## config.mk

```make
export PLATFORM = sky130hd
export DESIGN_NAME = cmf_queue
export DESIGN_NICKNAME = d
export VERILOG_FILES = /design/src/hw/rtl/cmf_pkg.sv /design/src/hw/rtl/cmf_queue.sv
export SDC_FILE = /design/constraint.sdc
export NUM_CORES = 1
export LEC_CHECK = 0
export BUFFER_PORTS_ARGS = -buffer_cell sky130_fd_sc_hd__buf_2
export CORE_MARGIN = 10
export CORE_UTILIZATION = 35
export DETAILED_ROUTE_END_ITERATION = 7
export PLACE_DENSITY = 0.62
export SLEW_MARGIN = 10
export SYNTH_ARGS = -nofsm -noshare
export SYNTH_HDL_FRONTEND = slang
export SYNTH_SLANG_ARGS = --single-unit
```

## constraint.sdc

```tcl
create_clock -name clk -period 2.2 [get_ports clk]
set_input_delay 0.11 -clock clk [delete_from_list [all_inputs] [get_ports clk]]
set_output_delay 0.11 -clock clk [all_outputs]
set_load 0.02 [all_outputs]
```

## src/hw/rtl/cmf_pkg.sv

```systemverilog
// shared types and constants of the 3x3 fixed mask filter
`timescale 1ns / 1ps
`default_nettype none

package cmf_pkg;

    localparam int PIX_W         = 8;
    localparam int FW_W          = 10;
    localparam int MODE_W        = 2;
    localparam int CFG_IDX_W     = 2;
    localparam int CFG_DATA_W    = 10;
    localparam int MAX_WIDTH_DEF = 512;
    localparam int QUEUE_DEPTH   = 4;
    localparam int SUM_W         = 12;
    localparam int VAL_W         = 13;
    localparam int RECIP_W       = 13;
    localparam int RECIP_SHIFT   = 16;

    localparam logic [CFG_IDX_W-1:0] REG_MODE   = 2'd0;
    localparam logic [CFG_IDX_W-1:0] REG_WIDTH  = 2'd1;
    localparam logic [CFG_IDX_W-1:0] REG_HEIGHT = 2'd2;
    localparam logic [CFG_IDX_W-1:0] REG_BORDER = 2'd3;

    localparam logic [MODE_W-1:0] MODE_EMBOSS  = 2'd0;
    localparam logic [MODE_W-1:0] MODE_BLUR    = 2'd1;
    localparam logic [MODE_W-1:0] MODE_SHARPEN = 2'd2;
    localparam logic [MODE_W-1:0] MODE_EDGE    = 2'd3;

    localparam logic [FW_W-1:0]  SIZE_RESET   = 10'd512;
    localparam logic [FW_W-1:0]  MIN_SIZE     = 10'd2;
    localparam logic [PIX_W-1:0] BORDER_RESET = 8'd127;
    localparam logic [PIX_W-1:0] MID_GRAY     = 8'd127;

    // floor(2^16 / 9) + 1, exact floor division for sums up to 2295
    localparam logic [RECIP_W-1:0] RECIP_NINE = 13'd7282;

    typedef logic [PIX_W-1:0] pixel_t;

    // index 0 top, 1 middle, 2 bottom
    typedef pixel_t [2:0] column_t;

    typedef struct packed {
        column_t left;
        column_t mid;
        column_t right;
        logic    last;
        logic    flush;
    } job_t;

endpackage

`default_nettype wire

```

## src/hw/rtl/cmf_queue.sv

```systemverilog
// job queue between the window front end and the filter back end
`timescale 1ns / 1ps
`default_nettype none

module cmf_queue (
    input  wire logic          clk,
    input  wire logic          rst_n,
    input  wire logic          push_valid,
    output logic               push_ready,
    input  wire cmf_pkg::job_t push_data,
    output logic               pop_valid,
    input  wire logic          pop_ready,
    output cmf_pkg::job_t      pop_data
);
    import cmf_pkg::*;

    localparam int PW   = $clog2(QUEUE_DEPTH);
    localparam int CNTW = $clog2(QUEUE_DEPTH + 1);

    job_t            slot_reg [QUEUE_DEPTH];
    logic [PW-1:0]   wr_ptr_reg;
    logic [PW-1:0]   rd_ptr_reg;
    logic [CNTW-1:0] count_reg;
    logic [PW-1:0]   wr_ptr_next;
    logic [PW-1:0]   rd_ptr_next;
    logic            push;
    logic            pop;

    assign push_ready = count_reg != CNTW'(QUEUE_DEPTH);
    assign pop_valid  = count_reg != '0;
    assign pop_data   = slot_reg[rd_ptr_reg];
    assign push       = push_valid && push_ready;
    assign pop        = pop_valid && pop_ready;

    assign wr_ptr_next = (wr_ptr_reg == PW'(QUEUE_DEPTH - 1)) ? '0 : wr_ptr_reg + PW'(1);
    assign rd_ptr_next = (rd_ptr_reg == PW'(QUEUE_DEPTH - 1)) ? '0 : rd_ptr_reg + PW'(1);

    always_ff @(posedge clk or negedge rst_n)
    begin
        if (!rst_n)
        begin
            wr_ptr_reg <= '0;
            rd_ptr_reg <= '0;
            count_reg  <= '0;
        end
        else
        begin
            if (push)
            begin
                wr_ptr_reg <= wr_ptr_next;
            end
            if (pop)
            begin
                rd_ptr_reg <= rd_ptr_next;
            end
            if (push && !pop)
            begin
                count_reg <= count_reg + CNTW'(1);
            end
            else if (pop && !push)
            begin
                count_reg <= count_reg - CNTW'(1);
            end
        end
    end

    always_ff @(posedge clk)
    begin
        if (push)
        begin
            slot_reg[wr_ptr_reg] <= push_data;
        end
    end

    a_count_bound: assert property (@(posedge clk) disable iff (!rst_n)
        count_reg <= CNTW'(QUEUE_DEPTH))
        else $error("queue count past depth");

endmodule

`default_nettype wire

```

==> results.py <==
metrics = {
    "critical_path": {
        "ff2ff_path_depth": 6,
        "cp_top_family": "multiplexers",
        "crit_path_end": "pop_data[67]",
        "end_kind": "output port",
        "r2r-end": "count_reg[1]",
        "reg2reg_from": "count_reg[1]",
        "critPathKind": "reg2out",
        "rrSetupSlack_ps": 80,
        "worstPathCellList": "buf_16 -> mux4_2 -> buf_6",
        "worstPathArrival_ps": 2030,
        "cp.depth": 3,
        "cpPeakStageDelay_ps": 580,
        "cpMaxStageDelayCell": "mux4_2",
        "critPathBufInv": 2,
        "crit_required_ps": 2090,
        "critPathLaunchType": "register",
        "critical_path.max_fanout": 26,
        "crit_start": "rd_ptr_reg[0]",
    },
    "global_route": {
        "grt-ovfl-total": 0,
        "grt_max_degree": 40,
        "grt_antenna_before_repair": 1,
        "grt_pass1_wl_um": 36100,
        "grt_pass1_vias": 6174,
        "grt_usage_pct": 12.1,
    },
    "routing": {
        "drcViolationCount": 0,
        "dr.pass1.iters": 4,
        "ant_nets": 0,
        "vias_per_cell": 4.77,
        "drt_wl_total_um": 23600,
        "vias": 5345,
        "routedWlPerCell_um": 21.1,
        "drtIter0Drc": 300,
    },
    "synth": {
        "yosysTopAreaCellShare_pct": 79.9,
        "synth_cells": 423,
        "synth_commonest_cells": "296 x edfxtp_1, 74 x mux4_2, 7 x buf_2, 7 x dfrtp_1, 6 x ha_1",
        "ys_ff_latch": 303,
        "synthAdderAreaFrac_pct": 0.855,
        "synthTopCellsByArea": "edfxtp_1 80%, mux4_2 15%, dfrtp_1 1.6%",
        "synth-compound-area-share_pct": 0,
        "synth-async-reset-ratio_pct": 2.31,
        "synth_top_family_by_area": "multiplexers",
        "synthSimpleGateAreaFrac_pct": 0.653,
        "ys_warn_count": 0,
        "avgSynthCellArea_um2": 26.3,
        "synth_area_um2": 11100,
        "synth_top_area_cell": "edfxtp_1",
        "ys.flop_type": "edfxtp_1",
        "syn_nets": 508,
        "yosysSeqAreaShare_pct": 81.5,
        "yosysMostFrequentCell": "edfxtp_1",
        "yosysUniqueCellTypes": 20,
        "muxShareOfSynthArea_pct": 15.6,
        "synth_xor_area_share_pct": 0.236,
        "synth_edf_count": 296,
    },
    "layout": {
        "syn_to_final_growth_pct": 31.3,
        "largest_reg_flops": 296,
        "fin_nets": 778,
        "layout.cells.non_filler": 1120,
        "final_util_pct": 46.4,
        "design_area_um2": 14600,
        "drive_above_1_share_pct": 43.7,
        "fillerInstances": 2609,
    },
    "clock_network": {
        "cts_sinks": 303,
        "clk_latency_ps": 500,
        "cts_buffers": 34,
        "h-tree-depth": 2,
        "cts_max_path_buffers": 3,
        "cts_root_buf": "clkbuf_16",
        "clk_pin_slew_ps": 60,
        "cts_tree": "built",
    },
    "sta": {
        "skew_ps": 16.4,
        "slew_headroom_pct": 73.1,
        "fin_crit_sh_pct": 97.2,
        "max_freq_ghz": 0.468,
        "worst_slew_pin_slew_ps": 403,
        "hold_viol": 0,
        "fin_ws_ps": 61.8,
        "drv_slew": 0,
        "min_period_ps": 2140,
        "rsz0062_at_grt": "yes",
        "finalSetupViolCount": 0,
    },
    "floorplan": {
        "initial_core_util_pct": 35.3,
        "fp.dieH_um": 198,
        "pin_count": 154,
        "core_area_um2": 31500,
        "rows": 65,
        "die_w_um": 198,
        "dieArea_um2": 39300,
    },
    "placement": {
        "place_ws_ps": 23.5,
        "portBuffers": 153,
        "place_inst": 980,
        "gp_congestion": 0.723,
        "placed_cell_area_um2": 12600,
        "dp_hpwl_um": 14400,
    },
    "min_path": {
        "worstHoldStart": "pop_ready",
        "hold_class": "in2reg",
    },
    "run_status": {
        "status": "completed",
    },
    "pwr": {
        "worst_ir_drop_vdd_mv": 1.00,
        "total_power_mw": 20.2,
        "p_comb_share_pct": 33.5,
        "power.share.sequential_pct": 39.7,
        "power.switching_mw": 6.22,
        "clkPwrFrac_pct": 26.8,
        "power_density_nw_per_um2": 1380,
        "switching_share_pct": 30.9,
        "p_leak_nw": 5.04,
        "p_int_mw": 13.9,
    },
    "job": {
        "max_cap_violations": 0,
    },
}
==> through the flow <==
step           hold WS (ps)  setup TNS, ps
3_3_place_gp          -53.8              0
5_1_grt                66.5           -306
3_5_place_dp          -46.5              0
2_1_floorplan          -186              0
6_report               73.2              0
4_1_cts                73.4              0
==> final cells by class <==
| class | count | area, um2 | share of cell area [%] |
|---|---|---|---|
| Sequential cell | 303 | 9070 | 62.1 |
| Clock buffer | 42 | 945 | 6.47 |
| Antenna cell | 1 | 2.50 | 0.0171 |
| Multi-Input combinational cell | 100 | 1950 | 13.3 |
| Tap cell | 402 | 503 | 3.45 |
| Inverter | 3 | 11.3 | 0.0771 |
| Timing Repair Buffer | 251 | 1970 | 13.5 |
| Clock inverter | 18 | 146 | 1.00 |
==> cell families (layout without fill, tap and decap cells) <==
family | Yosys count | after routing
flops | 303 | 303
fa+ha+maj | 7 | 7
other cells | 0 | 1
mux | 79 | 79
buf+inv | 20 | 314
xor+xnor | 3 | 3
simple gates | 11 | 11
==> timing repair <==
action                                 CTS  global route
hold buffers                            76             0
setup endpoints to repair               52            33
cloned                                   1             0
endpoints found under the hold margin  303             0
buffers inserted                         1             1
pin swaps                                0             1
gates resized for setup                  4            31
==> power groups by stage <==
stage / Sequential (mW) / Combinational (mW) / Clock (mW)
after global placement: 8.07 / 6.30 / 0
after CTS: 8.04 / 6.71 / 5.57
after detailed placement: 8.17 / 6.38 / 0
after floorplan: 7.94 / 4.26 / 0
after global routing: 8.11 / 7.23 / 5.82
final: 8.01 / 6.75 / 5.41
==> worst min-delay path, delay by kind of cell <==
family,cells,cell delay [ps]
simple gates,1,70
buf+inv,2,220
mux,1,140
==> cells in the final DEF, fill, tap and decap left out, types with 2 or more instances in the layout <==
cell type / n
inv_1: 3
dfrtp_1: 5
clkinv_1: 6
mux2_4: 2
and3_4: 4
dfrtp_4: 2
xor2_1: 2
clkinv_2: 5
dlygate4sd3_1: 76
clkbuf_16: 37
clkinvlp_4: 4
buf_4: 9
edfxtp_1: 296
ha_1: 6
buf_12: 11
buf_16: 2
buf_6: 15
clkbuf_1: 5
mux2_2: 3
bufinv_16: 2
nor2_1: 3
buf_2: 137
mux4_2: 74
==> worst min path at each step <==
stage,end,slack (ps),cells after the start
finish,rd_ptr_reg[0],70,4
global route,rd_ptr_reg[1],70,4
CTS,rd_ptr_reg[0],70,4
detailed placement,rd_ptr_reg[1],-50,1
global placement,rd_ptr_reg[1],-50,1
floorplan,count_reg[0],-190,0
==> per-layer routing <==
layer	track usage, %	share of wire (%)	vias up
met5	0	0	-
met4	3.39	1.9	0
met3	3.40	5.7	34
met2	21.0	53	152
met1	14.3	40	2785
li1	-	-	2374
Power figures use the tool's default switching activity.
