==> config.mk <==
export PLATFORM = sky130hd
export DESIGN_NAME = cmf_back
export DESIGN_NICKNAME = d
export VERILOG_FILES = /design/src/hw/rtl/cmf_pkg.sv /design/src/hw/rtl/cmf_back.sv
export SDC_FILE = /design/constraint.sdc
export NUM_CORES = 1
export LEC_CHECK = 0
export ABC_AREA = 1
export BUFFER_PORTS_ARGS = -buffer_cell sky130_fd_sc_hd__clkbuf_2
export CELL_PAD_IN_SITES_DETAIL_PLACEMENT = 1
export CELL_PAD_IN_SITES_GLOBAL_PLACEMENT = 1
export CORE_MARGIN = 3
export CORE_UTILIZATION = 49
export CTS_CLUSTER_DIAMETER = 150
export DETAILED_ROUTE_END_ITERATION = 16
export PLACE_DENSITY = 0.95
export SETUP_SLACK_MARGIN = 0.3
export SLEW_MARGIN = 10
export SYNTH_ARGS = -nofsm -noshare
export SYNTH_HDL_FRONTEND = slang
export SYNTH_SLANG_ARGS = --single-unit
==> constraint.sdc <==
create_clock -name clk -period 9.1 [get_ports clk]
set_clock_uncertainty 0.2 [all_clocks]
set_input_delay 0.455 -clock clk [delete_from_list [all_inputs] [get_ports clk]]
set_output_delay 0.455 -clock clk [all_outputs]
set_load 0.03 [all_outputs]
==> src/hw/rtl/cmf_pkg.sv <==
// shared types and constants of the 3x3 fixed mask filter
`timescale 1ns / 1ps
`default_nettype none

package cmf_pkg;

    localparam int PIX_W         = 8;
    localparam int FW_W          = 10;
    localparam int MODE_W        = 2;
    localparam int CFG_IDX_W     = 2;
    localparam int CFG_DATA_W    = 10;
    localparam int MAX_WIDTH_DEF = 512;
    localparam int QUEUE_DEPTH   = 4;
    localparam int SUM_W         = 12;
    localparam int VAL_W         = 13;
    localparam int RECIP_W       = 13;
    localparam int RECIP_SHIFT   = 16;

    localparam logic [CFG_IDX_W-1:0] REG_MODE   = 2'd0;
    localparam logic [CFG_IDX_W-1:0] REG_WIDTH  = 2'd1;
    localparam logic [CFG_IDX_W-1:0] REG_HEIGHT = 2'd2;
    localparam logic [CFG_IDX_W-1:0] REG_BORDER = 2'd3;

    localparam logic [MODE_W-1:0] MODE_EMBOSS  = 2'd0;
    localparam logic [MODE_W-1:0] MODE_BLUR    = 2'd1;
    localparam logic [MODE_W-1:0] MODE_SHARPEN = 2'd2;
    localparam logic [MODE_W-1:0] MODE_EDGE    = 2'd3;

    localparam logic [FW_W-1:0]  SIZE_RESET   = 10'd512;
    localparam logic [FW_W-1:0]  MIN_SIZE     = 10'd2;
    localparam logic [PIX_W-1:0] BORDER_RESET = 8'd127;
    localparam logic [PIX_W-1:0] MID_GRAY     = 8'd127;

    // floor(2^16 / 9) + 1, exact floor division for sums up to 2295
    localparam logic [RECIP_W-1:0] RECIP_NINE = 13'd7282;

    typedef logic [PIX_W-1:0] pixel_t;

    // index 0 top, 1 middle, 2 bottom
    typedef pixel_t [2:0] column_t;

    typedef struct packed {
        column_t left;
        column_t mid;
        column_t right;
        logic    last;
        logic    flush;
    } job_t;

endpackage

`default_nettype wire

==> src/hw/rtl/cmf_back.sv <==
// back end: window sequencing, mask arithmetic, clamp and output register
`timescale 1ns / 1ps
`default_nettype none

module cmf_back (
    input  wire logic                       clk,
    input  wire logic                       rst_n,
    input  wire logic [cmf_pkg::MODE_W-1:0] filter_mode,
    input  wire cmf_pkg::pixel_t            border_value,
    input  wire logic                       job_valid,
    output logic                            job_ready,
    input  wire cmf_pkg::job_t              job,
    output logic                            out_valid,
    input  wire logic                       out_ready,
    output cmf_pkg::pixel_t                 pixel_out,
    output logic                            run_last,
    output logic                            frame_last
);
    import cmf_pkg::*;

    localparam int PROD_W = SUM_W + RECIP_W;

    typedef struct packed {
        logic [SUM_W-1:0] sum;
        pixel_t           p0;
        pixel_t           p3;
        pixel_t           p4;
        pixel_t           p8;
        logic             run_last;
        logic             frame_last;
    } s1_t;

    logic        second_reg;
    s1_t         s1_reg;
    s1_t         s1_next;
    logic        s1_valid_reg;
    logic        out_valid_reg;
    pixel_t      pixel_out_reg;
    logic        run_last_reg;
    logic        frame_last_reg;

    column_t     col_l;
    column_t     col_m;
    column_t     col_r;
    logic        issue;
    logic        s1_adv;
    logic        out_adv;
    logic [PROD_W-1:0] prod;
    pixel_t      quot;
    logic [VAL_W-1:0]  val;
    pixel_t      pixel_next;

    assign out_adv   = !out_valid_reg || out_ready;
    assign s1_adv    = !s1_valid_reg || out_adv;
    assign issue     = job_valid && s1_adv;
    // a line-end job yields two windows before it leaves the queue
    assign job_ready = issue && (second_reg || !job.last);

    always_comb
    begin
        if (!second_reg)
        begin
            col_l               = job.left;
            col_m               = job.mid;
            col_r               = job.right;
            s1_next.run_last    = !job.last;
            s1_next.frame_last  = 1'b0;
        end
        else
        begin
            col_l               = job.mid;
            col_m               = job.right;
            col_r               = {3{border_value}};
            s1_next.run_last    = 1'b1;
            s1_next.frame_last  = job.flush;
        end
        s1_next.sum = ((SUM_W'(col_l[0]) + SUM_W'(col_m[0])) + (SUM_W'(col_r[0])
                     + SUM_W'(col_l[1]))) + ((SUM_W'(col_m[1]) + SUM_W'(col_r[1]))
                     + (SUM_W'(col_l[2]) + SUM_W'(col_m[2]))) + SUM_W'(col_r[2]);
        s1_next.p0  = col_l[0];
        s1_next.p3  = col_l[1];
        s1_next.p4  = col_m[1];
        s1_next.p8  = col_r[2];
    end

    assign prod = PROD_W'(s1_reg.sum) * PROD_W'(RECIP_NINE);
    assign quot = prod[RECIP_SHIFT +: PIX_W];

    always_comb
    begin
        unique case (filter_mode)
            MODE_EMBOSS:
            begin
                val = VAL_W'(s1_reg.p8) - VAL_W'(s1_reg.p0) + VAL_W'(MID_GRAY);
            end
            MODE_BLUR:
            begin
                val = VAL_W'(quot);
            end
            MODE_SHARPEN:
            begin
                val = (VAL_W'(s1_reg.p4) << 3) + (VAL_W'(s1_reg.p4) << 1)
                    - VAL_W'(s1_reg.sum) + VAL_W'(MID_GRAY);
            end
            default:
            begin
                val = VAL_W'(s1_reg.p4) - VAL_W'(s1_reg.p3);
            end
        endcase
    end

    // clamp to 0..255
    always_comb
    begin
        if (val[VAL_W-1])
        begin
            pixel_next = '0;
        end
        else if (val[VAL_W-2:PIX_W] != '0)
        begin
            pixel_next = '1;
        end
        else
        begin
            pixel_next = val[PIX_W-1:0];
        end
    end

    always_ff @(posedge clk or negedge rst_n)
    begin
        if (!rst_n)
        begin
            second_reg    <= 1'b0;
            s1_valid_reg  <= 1'b0;
            out_valid_reg <= 1'b0;
        end
        else
        begin
            if (issue)
            begin
                second_reg <= !second_reg && job.last;
            end
            if (s1_adv)
            begin
                s1_valid_reg <= issue;
            end
            if (out_adv)
            begin
                out_valid_reg <= s1_valid_reg;
            end
        end
    end

    always_ff @(posedge clk)
    begin
        if (issue)
        begin
            s1_reg <= s1_next;
        end
        if (out_adv && s1_valid_reg)
        begin
            pixel_out_reg  <= pixel_next;
            run_last_reg   <= s1_reg.run_last;
            frame_last_reg <= s1_reg.frame_last;
        end
    end

    assign out_valid  = out_valid_reg;
    assign pixel_out  = pixel_out_reg;
    assign run_last   = run_last_reg;
    assign frame_last = frame_last_reg;

    a_second_has_job: assert property (@(posedge clk) disable iff (!rst_n)
        second_reg |-> job_valid)
        else $error("second window pending with empty queue");

    a_frame_end_closes_run: assert property (@(posedge clk) disable iff (!rst_n)
        out_valid_reg && frame_last_reg |-> run_last_reg)
        else $error("frame end on a result that does not close its run");

endmodule

`default_nettype wire
==> metrics.md, run 1 <==
| Metric | Value |
|---|---|
| Layout cells sized above 1 | `12.6%` |
| Setup Viol. Count Final | `0` |
| Core area | `16900 um^2` |
| Clock sinks | `59` |
| Final WL | `33.5 mm` |
| CTS Root Cell | `clkbuf_16` |
| Area after DPL | `9370 um^2` |
| Number of CTS-inserted buffers | `9` |
| Via Count | `8176` |
| Vias in the first global route | `9085` |
| Largest net degree at the start of global routing | `101` |
| Area growth syn-to-layout | `12.1%` |
| Die height | `139 um` |
| Least-Margin Pin Slew | `0.907 ns` |
| Post-layout min period | `6.90 ns` |
| Reg2Reg Depth | `18` |
| Vias/cell | `5.88` |
| GRT overflow | `0` |
| Setup CP Type | `flop to flop` |
| FF+latch area | `1760 um^2` |
| ANT nets after route | `0` |
| CP peak stage delay | `0.68 ns` |
| Setup crit start kind | `flop` |
| Setup crit end kind | `flop` |
| WP buf/inv | `3` |
| Post-synth top area share | `21.3%` |
| DRT Pass-1 Iters | `5` |
| Port Buffers | `99` |
| Clk_lat worst skew | `0.36 ns` |
| GP Congestion | `0.921` |
| Final Cycle Share | `75.9%` |
| Max FFs per register | `46` |
| Fmax | `145 MHz` |
| Status | `finished clean` |
| Setup crit end | `s1_reg[44]` |
| Yosys warnings | `0` |
| Gr usage total | `34.7%` |
| Initial Utilization | `51.1%` |
| Fill cells | `2107` |
| Mapped Cells | `1068` |
| Area leader, netlist | `fa_1` |
| Top cells by area, synth | `fa_1, edfxtp_1, ha_1` |
| First-pass GRT wire length | `51.6 mm` |
| Flop2flop setup slack | `2.20 ns` |
| Synth Area per Inst | `8.10 um^2` |
| Critical Path Fanout Max | `100` |
| 1st-iter DRT viols | `629` |
| Critical path, cell by cell | `buf_4, inv_1, or2_2, o21ai_0, fa_1, fa_1, fa_1, fa_1, inv_1, ha_1, a21oi_1, o21ai_0, a21o_1, a21oi_1, nor2_1, o21ai_0, nand2_1, xor2_1` |
| Cell family with most CP delay | `adder cells` |
| Crit. Startpoint | `second_reg` |
| Initial antenna violation count | `0` |
| Ports | `100` |
| Setup TNS | `0 ns` |
| Max-cap violations | `0` |
| Fin. Hold Viols | `0` |
| CTS clk-pin slew, worst paths | `0.07 ns` |
| Slew Limit Fails | `0` |
| CP Data Arrival Time | `6.81 ns` |
| End of the worst register-to-register path | `s1_reg[44]` |
| Crit path depth | `18` |
| Fin area | `9690 um^2` |
| Most frequent cells in the layout | `nand2_1, inv_1, ha_1` |
| Max-slew headroom | `39.5%` |
| Dpl hpwl | `26.0 mm` |
| Data required time at the worst endpoint | `9.00 ns` |
| Reg2reg start | `second_reg` |
| Post-Syn Nets | `1368` |
| Primary FF master, synth | `edfxtp_1` |
| Synth Register Bits | `59` |
| NumNets Final | `1466` |
| Per-cell routed wire length | `24.1 um` |
| Post-synth ARST share | `5.08%` |
| Detailed-route DRC error count | `0` |
| RSZ-0062 raised after global routing | `no` |
| # diodes | `0` |
| Sequential-to-total area share from yosys stat | `20.3%` |
| Post-synth EDFFs | `56` |
| Cell mode on critical path | `fa_1` |
| Area of the multi-input gates | `5950 um^2` |
| Netlist cell types | `39` |
| Cell Rows | `47` |
| H-tree Lvls | `3` |
| Slowest-stage cell, CP | `inv_1` |
| Full die area | `19300 um^2` |
| Number of post-CTS setup repair buffers | `0` |
| Synth Cell Area | `8650 um^2` |
| Commonest non-fill, non-tap cell in the layout | `nand2_1` |
| Clock Path Buffers | `2` |
| Die Span X | `139 um` |
| Hold/Removal Path Class | `input port to flop` |
| CTS tree | `done` |
[cells by family (layout without fill, tap and decap cells)]
family / after synthesis / in the layout / share of synthesized area (%)
xor gates and xnor gates: 17 / 17 / 1.72
buffers and inverters: 250 / 353 / 10.9
adders and majority gates: 212 / 212 / 38.7
muxes: 3 / 3 / 0.347
AOI/OAI and AO/OA: 132 / 132 / 8.36
DFF: 59 / 59 / 20.3
and+or+nand+nor: 395 / 395 / 19.6
[worst min path at each step]
stage | startpoint | to | slack (ns) | cells past startpoint
final | job[1] | s1_reg[1] | 0.16 | 2
after floorplan | rst_n | out_valid | -0.04 | 0
after global routing | job[1] | s1_reg[1] | 0.17 | 2
after CTS | job[1] | s1_reg[1] | 0.16 | 2
after detailed placement | rst_n | s1_valid_reg | 0.06 | 1
after global placement | rst_n | out_valid | 0.06 | 1
[metal layers]
| metal | track usage [%] | part of all wire [%] | wire, um | vias up |
|---|---|---|---|---|
| met5 | 0 | 0 | 0 | - |
| met4 | 20.6 | 7.5 | 2510 | 0 |
| met3 | 7.79 | 7.4 | 2480 | 186 |
| met2 | 60.8 | 49 | 16400 | 485 |
| met1 | 38.6 | 36 | 12100 | 3933 |
| li1 | - | - | - | 3572 |
[area by class of cell]
cell class / count / area share (%)
multi-input combinational: 759 / 61.4
sequential: 59 / 18.1
inverter: 235 / 9.10
timing repair buffer: 102 / 5.37
tap: 220 / 2.84
clock buffer: 9 / 2.32
clock inverter: 7 / 0.839
[synth_stat cells, types with 2 or more instances]
cell type and n:
nand2_1 263, inv_1 234, ha_1 120, fa_1 92, o21ai_0 61, edfxtp_1 56, a21oi_1 50, nand3_1 46
nor2_1 36, clkbuf_1 12, xor2_1 10, nand4_1 9, nand3b_1 8, or2_2 8, nand2_2 7, xnor2_1 7
o21bai_1 6, nand3_2 5, nor3_1 4, a21o_1 3, dfrtp_1 3, mux2i_1 3, nor2_2 3, a21boi_0 2
a21oi_2 2, and2_1 2, buf_1 2, nor2_4 2, o21a_1 2
[metrics by stage]
stage	utilization (%)	hold WS, ns	setup WS (ns)	instances
floorplan	-	-0.0406	4.05	1068
global placement	55.3	0.0568	2.99	1374
detailed placement	55.3	0.0640	2.61	1374
CTS	57.2	0.159	2.28	1391
global route	57.2	0.169	1.90	1391
finish	57.2	0.164	2.20	1391
[worst reg2reg max path, cell delays in order, from the launching register on]
cell and delay (ns):
dfrtp_2 0.35, buf_4 0.65, inv_1 0.68, or2_2 0.48, o21ai_0 0.23, fa_1 0.59, fa_1 0.55, fa_1 0.53
fa_1 0.56, inv_1 0.05, ha_1 0.36, a21oi_1 0.17, o21ai_0 0.18, a21o_1 0.21, a21oi_1 0.26, nor2_1 0.08
o21ai_0 0.25, nand2_1 0.11, xor2_1 0.15
[repair_timing]
action                                  in CTS  in global routing
hold buffers                                 1                  0
endpoints found under the setup margin       0                  0
endpoints found under the hold margin        3                  0
gates resized for setup                      0                  0
Power of run 1 is left out: the tool's default activity adds up to more than one toggle a clock period on the data nets, which glitch-free logic cannot reach.
==> run 2: changes to the inputs <==
--- a/config.mk
+++ b/config.mk
@@ -10,10 +10,10 @@
 export CELL_PAD_IN_SITES_DETAIL_PLACEMENT = 1
 export CELL_PAD_IN_SITES_GLOBAL_PLACEMENT = 1
 export CORE_MARGIN = 3
-export CORE_UTILIZATION = 49
+export CORE_UTILIZATION = 46
 export CTS_CLUSTER_DIAMETER = 150
 export DETAILED_ROUTE_END_ITERATION = 16
-export PLACE_DENSITY = 0.95
+export PLACE_DENSITY = 0.92
 export SETUP_SLACK_MARGIN = 0.3
 export SLEW_MARGIN = 10
 export SYNTH_ARGS = -nofsm -noshare
==> constraint.sdc (replaced) <==
create_clock -name clk -period 6.9 [get_ports clk]
set_clock_uncertainty 0.2 [all_clocks]
set_input_delay 0.345 -clock clk [delete_from_list [all_inputs] [get_ports clk]]
set_output_delay 0.345 -clock clk [all_outputs]
set_load 0.03 [all_outputs]
==> run 2 against run 1 <==
  * Via count down 4.2%
  * Largest cell class unchanged
  * Design area grew 0.30%
  * Flip-flop and latch count unchanged
  * Non-clock buffer count increased by 1
  * Wire length is 13% lower
  * First-iteration DRC count down 15%
  * Global-route usage down 4.9 points
  * Setup slack got worse by 1.1 ns
  * Count of clock-buffer cells in the layout increased by 3
  * Sequential share of layout area decreased by 0.054 points
  * Utilization down 3.8 points
==> metrics.md, run 2 (same netlist as run 1, synthesis figures left out) <==
| Metric | Value |
|---|---|
| Critical Path Fanout Max | `30` |
| Die Span X | `143 um` |
| Clk_lat worst skew | `0.34 ns` |
| Met1 Resource Use GR | `34.1%` |
| Max FFs per register | `46` |
| Setup CP Type | `flop to flop` |
| RSZ-0062 raised after global routing | `no` |
| Critical path, cell by cell | `inv_1, or2_2, o21ai_0, fa_1, fa_1, fa_1, fa_1, inv_1, ha_1, a21oi_1, o21ai_0, a21o_1, a21oi_1, nor2_1, o21ai_0, nand2_1, xor2_1` |
| Clock sinks | `59` |
| CP Data Arrival Time | `5.71 ns` |
| GP Congestion | `0.927` |
| Vias in the first global route | `8805` |
| CTS clk-pin slew, worst paths | `0.06 ns` |
| Detailed-route DRC error count | `0` |
| Commonest non-fill, non-tap cell in the layout | `nand2_1` |
| Max-slew headroom | `38.4%` |
| Initial Utilization | `47.5%` |
| CTS Root Cell | `clkbuf_16` |
| Number of CTS-inserted buffers | `9` |
| Cell family with most CP delay | `adder cells` |
| Setup crit end kind | `flop` |
| Data required time at the worst endpoint | `6.79 ns` |
| Setup Viol. Count Final | `0` |
| Slowest-stage cell, CP | `inv_1` |
| NumNets Final | `1467` |
| Die height | `143 um` |
| Via Count | `7829` |
| Max-cap violations | `0` |
| Per-cell routed wire length | `20.8 um` |
| First-pass GRT wire length | `46.6 mm` |
| Cell Rows | `49` |
| Ports | `100` |
| Status | `finished clean` |
| Slew Limit Fails | `0` |
| DRT Pass-1 Iters | `5` |
| GRT overflow | `0` |
| Area growth syn-to-layout | `12.4%` |
| Hold/Removal Path Class | `input port to flop` |
| Initial antenna violation count | `0` |
| Least-Margin Pin Slew | `0.923 ns` |
| Clock Path Buffers | `2` |
| CTS tree | `done` |
| Most frequent cells in the layout | `nand2_1, inv_1, ha_1` |
| # diodes | `0` |
| CP peak stage delay | `0.67 ns` |
| Busiest layer in global routing | `met2` |
| Gr usage total | `29.8%` |
| H-tree Lvls | `3` |
| Met2 Use GR | `53.5%` |
| 1st-iter DRT viols | `532` |
| Fin. Hold Viols | `0` |
| Setup TNS | `0 ns` |
| Full die area | `20500 um^2` |
| Vias/cell | `5.59` |
| Final Cycle Share | `84.4%` |
| Core area | `18200 um^2` |
| Post_cts resized | `0` |
| Largest net degree at the start of global routing | `100` |
| Number of post-CTS setup repair buffers | `0` |
| Fmax | `172 MHz` |
| Port Buffers | `99` |
| Global-route met3 utilization | `5.39%` |
| Setup crit start kind | `flop` |
| WP buf/inv | `2` |
| Layout cells sized above 1 | `12.4%` |
| Post-layout min period | `5.83 ns` |
| Cell mode on critical path | `fa_1` |
| Final WL | `29.2 mm` |
| Dpl hpwl | `24.3 mm` |
| ANT nets after route | `0` |
run 2: cell count changes in the layout (fill, tap and decap cells not counted), sizes merged:
cell / previous run / this run
buf: 2 / 3
bufinv: 1 / 2
clkbuf: 108 / 111
clkinv: 3 / 4
clkinvlp: 1 / 0
inv: 237 / 233
run 2: per-stage QoR:
| stage | hold slack, ns | std cells | setup slack [ns] | area [um^2] | util (%) |
|---|---|---|---|---|---|
| 5_1_grt | 0.0666 | 1401 | 0.811 | 9720 | 53.4 |
| 3_3_place_gp | -0.0509 | 1384 | 1.53 | 9390 | 51.6 |
| 4_1_cts | 0.0511 | 1401 | 1.13 | 9720 | 53.4 |
| 2_1_floorplan | -0.151 | 1068 | 1.85 | 8650 | - |
| 3_5_place_dp | -0.0502 | 1384 | 1.27 | 9390 | 51.6 |
| 6_report | 0.0597 | 1401 | 1.07 | 9720 | 53.4 |
run 2: per-layer routing:
metal  wire, um  vias up  part of all wire, %
met1      11200     3826                   39
met2      14800      331                   51
met4       1610        0                  5.5
met3       1520       98                  5.2
met5          0        -                    0
li1           -     3574                    -
run 2: area by class of cell:
cell class / instances / area (um^2)
Clock inverter: 4 / 73.8
Tap cell: 229 / 287
Clock buffer: 12 / 246
Sequential cell: 59 / 1760
Inverter: 235 / 882
Fill cell: 2230 / 8490
Multi-Input combinational cell: 759 / 5940
Timing Repair Buffer: 103 / 528
run 2: worst reg2reg max path: cells and delay by family, from the launching register on:
family / cells / cell delay, ns
adder cells (fa/ha/maj): 5 / 2.63
AO/OA/AOI/OAI: 6 / 1.03
buffers and inverters: 2 / 0.76
flip-flops: 1 / 0.40
AND/OR/NAND/NOR: 3 / 0.39
XOR/XNOR: 1 / 0.14
run 2: final timing paths:
| kind | depth (start not counted) | from | slack [ns] | endpoint |
|---|---|---|---|---|
| max in group asynchronous | 2 | rst_n | 6.23 | second_reg |
| min reg2reg | 0 | s1_reg[0] | 0.23 | frame_last |
| min | 2 | job[1] | 0.06 | s1_reg[1] |
| min in group asynchronous | 2 | rst_n | 0.14 | out_valid |
| max reg2reg | 17 | second_reg | 1.07 | s1_reg[44] |
| max | 17 | second_reg | 1.07 | s1_reg[44] |
run 2: repair_timing:
action | in CTS | in global routing
hold endpoints to repair | 3 | 0
hold buffers | 1 | 0
endpoints found under the setup margin | 0 | 0
Power of run 2 is left out for the same reason.
==> run 3: changes to the inputs <==
==> constraint.sdc (replaced) <==
create_clock -name clk -period 5.7 [get_ports clk]
set_clock_uncertainty 0.2 [all_clocks]
set_input_delay 0.285 -clock clk [delete_from_list [all_inputs] [get_ports clk]]
set_output_delay 0.285 -clock clk [all_outputs]
set_load 0.03 [all_outputs]
==> run 3 against run 2 <==
  * Wire length grew 9.6%
  * Register-to-register slack lost 0.86 ns
  * Sequential share of layout area shrank 0.21 points
  * Non-clock buffer count grew 10
  * First-iteration DRC count grew 29%
  * Critical path type unchanged
  * Largest cell class unchanged
==> metrics.md, run 3 (same netlist as run 1, synthesis figures left out) <==
| Metric | Value |
|---|---|
| Reg2reg start | `second_reg` |
| DRT Pass-1 Iters | `5` |
| 1st-iter DRT viols | `686` |
| Fill cells | `2211` |
| RSZ-0062 raised after global routing | `yes` |
| Full die area | `20500 um^2` |
| Final Cycle Share | `96.3%` |
| Cell mode on critical path | `fa_1` |
| Die Span X | `143 um` |
| Slowest-stage cell, CP | `fa_1` |
| Most frequent cells in the layout | `nand2_1, inv_1, ha_1` |
| # diodes | `0` |
| Critical path, cell by cell | `clkinvlp_2, or2_2, o21ai_1, fa_1, fa_1, fa_1, fa_1, inv_1, ha_1, a21o_1, a21oi_2, nor2_1, o21ai_0, nand2_1, xor2_2` |
| Clock Path Buffers | `2` |
| Setup Viol. Count Final | `0` |
| GP Congestion | `0.883` |
| Highest routed layer | `met4` |
| Largest net degree at the start of global routing | `100` |
| Layout cells sized above 1 | `13.8%` |
| CTS clk-pin slew, worst paths | `0.08 ns` |
| Core area | `18200 um^2` |
| Crit. Startpoint | `second_reg` |
| Clk_lat worst skew | `0.36 ns` |
| Per-cell routed wire length | `22.6 um` |
| Cell Rows | `49` |
| Setup crit end kind | `flop` |
| NumNets Final | `1478` |
| Dpl hpwl | `24.3 mm` |
| Max-cap violations | `0` |
| Initial Utilization | `47.5%` |
| Cell family with most CP delay | `adder cells` |
| Status | `finished clean` |
| Max FFs per register | `46` |
| Number of CTS-inserted buffers | `9` |
| Area growth syn-to-layout | `13.7%` |
| Vias/cell | `5.72` |
| Setup crit start kind | `flop` |
| Fin. Hold Viols | `0` |
| Placed Cells | `1387` |
| Data required time at the worst endpoint | `5.58 ns` |
| CTS Root Cell | `clkbuf_16` |
| Hold/Removal Path Class | `input port to flop` |
| Clock sinks | `59` |
| Final WL | `31.9 mm` |
| ANT nets after route | `0` |
| Max-slew headroom | `58.7%` |
| Ports | `100` |
| Finished Layout Cells | `1412` |
| M1 WL | `12.2 mm` |
| Port Buffers | `99` |
| Detailed-route DRC error count | `0` |
| CP Data Arrival Time | `5.37 ns` |
| Flop2flop setup slack | `0.21 ns` |
| CTS tree | `done` |
| Die height | `143 um` |
| H-tree Lvls | `3` |
| Via Count | `8083` |
| CP peak stage delay | `0.58 ns` |
| Initial antenna violation count | `0` |
| First-pass GRT wire length | `47.4 mm` |
| HP Start | `out_ready` |
| Commonest non-fill, non-tap cell in the layout | `nand2_1` |
| Critical Path Fanout Max | `5` |
| GRT overflow | `0` |
| Least-Margin Pin Slew | `0.620 ns` |
| Slew Limit Fails | `0` |
| Vias in the first global route | `8905` |
| WP buf/inv | `2` |
| Setup TNS | `0 ns` |
| Met2 WL | `15.9 mm` |
| Post-layout min period | `5.49 ns` |
| Gr usage total | `30.3%` |
| Fmax | `182 MHz` |
| Setup CP Type | `flop to flop` |
| DR WL met3 | `1.92 mm` |
## run 3: worst min-delay path: stages
cell and delay (ns):
clkbuf_2 0.08, inv_1 0.06, nand2_1 0.06, nand2_1 0.05
## run 3: per-stage QoR
stage               setup slack [ns]  area (um^2)  hold WS [ns]  util, %
detailed placement             0.343         9420        -0.102     51.8
global placement               0.671         9420        -0.109     51.8
global route                   0.118         9830        0.0387     54.0
CTS                            0.299         9730        0.0204     53.4
finish                         0.210         9830        0.0185     54.0
floorplan                      0.646         8650        -0.211        -
## run 3: layout make-up
| type | count | area, um^2 | area share, % |
|---|---|---|---|
| multi-input cells | 759 | 5980 | 60.8 |
| flip-flops and latches | 59 | 1760 | 17.9 |
| inverters | 235 | 886 | 9.01 |
| repair buffers | 113 | 649 | 6.60 |
| well taps | 229 | 287 | 2.91 |
| clock buffers | 11 | 233 | 2.37 |
| clock inverters | 5 | 38.8 | 0.394 |
| repair inverters | 1 | 5.00 | 0.0509 |
## run 3: layer usage
layer,up-vias,GRT usage [%]
li1,3601,-
met1,3948,35.6
met2,400,53.3
met3,134,6.33
met4,0,13.2
met5,-,0
## run 3: path summary, 6_finish.rpt
path                                end  cells past startpoint
hold / removal                out_valid                      4
max in group asynchronous    second_reg                      2
hold reg to reg              frame_last                      0
setup / recovery             s1_reg[44]                     15
min in group asynchronous  s1_valid_reg                      2
setup reg to reg             s1_reg[44]                     15
## run 3: timing repair
item | CTS | global route
pin swaps | 0 | 1
endpoints found under the setup margin | 1 | 4
hold endpoints to repair | 5 | 0
gates resized for setup | 3 | 20
gates cloned | 0 | 2
buffers inserted | 0 | 4
hold buffers | 3 | 0
Power of run 3 is left out for the same reason.
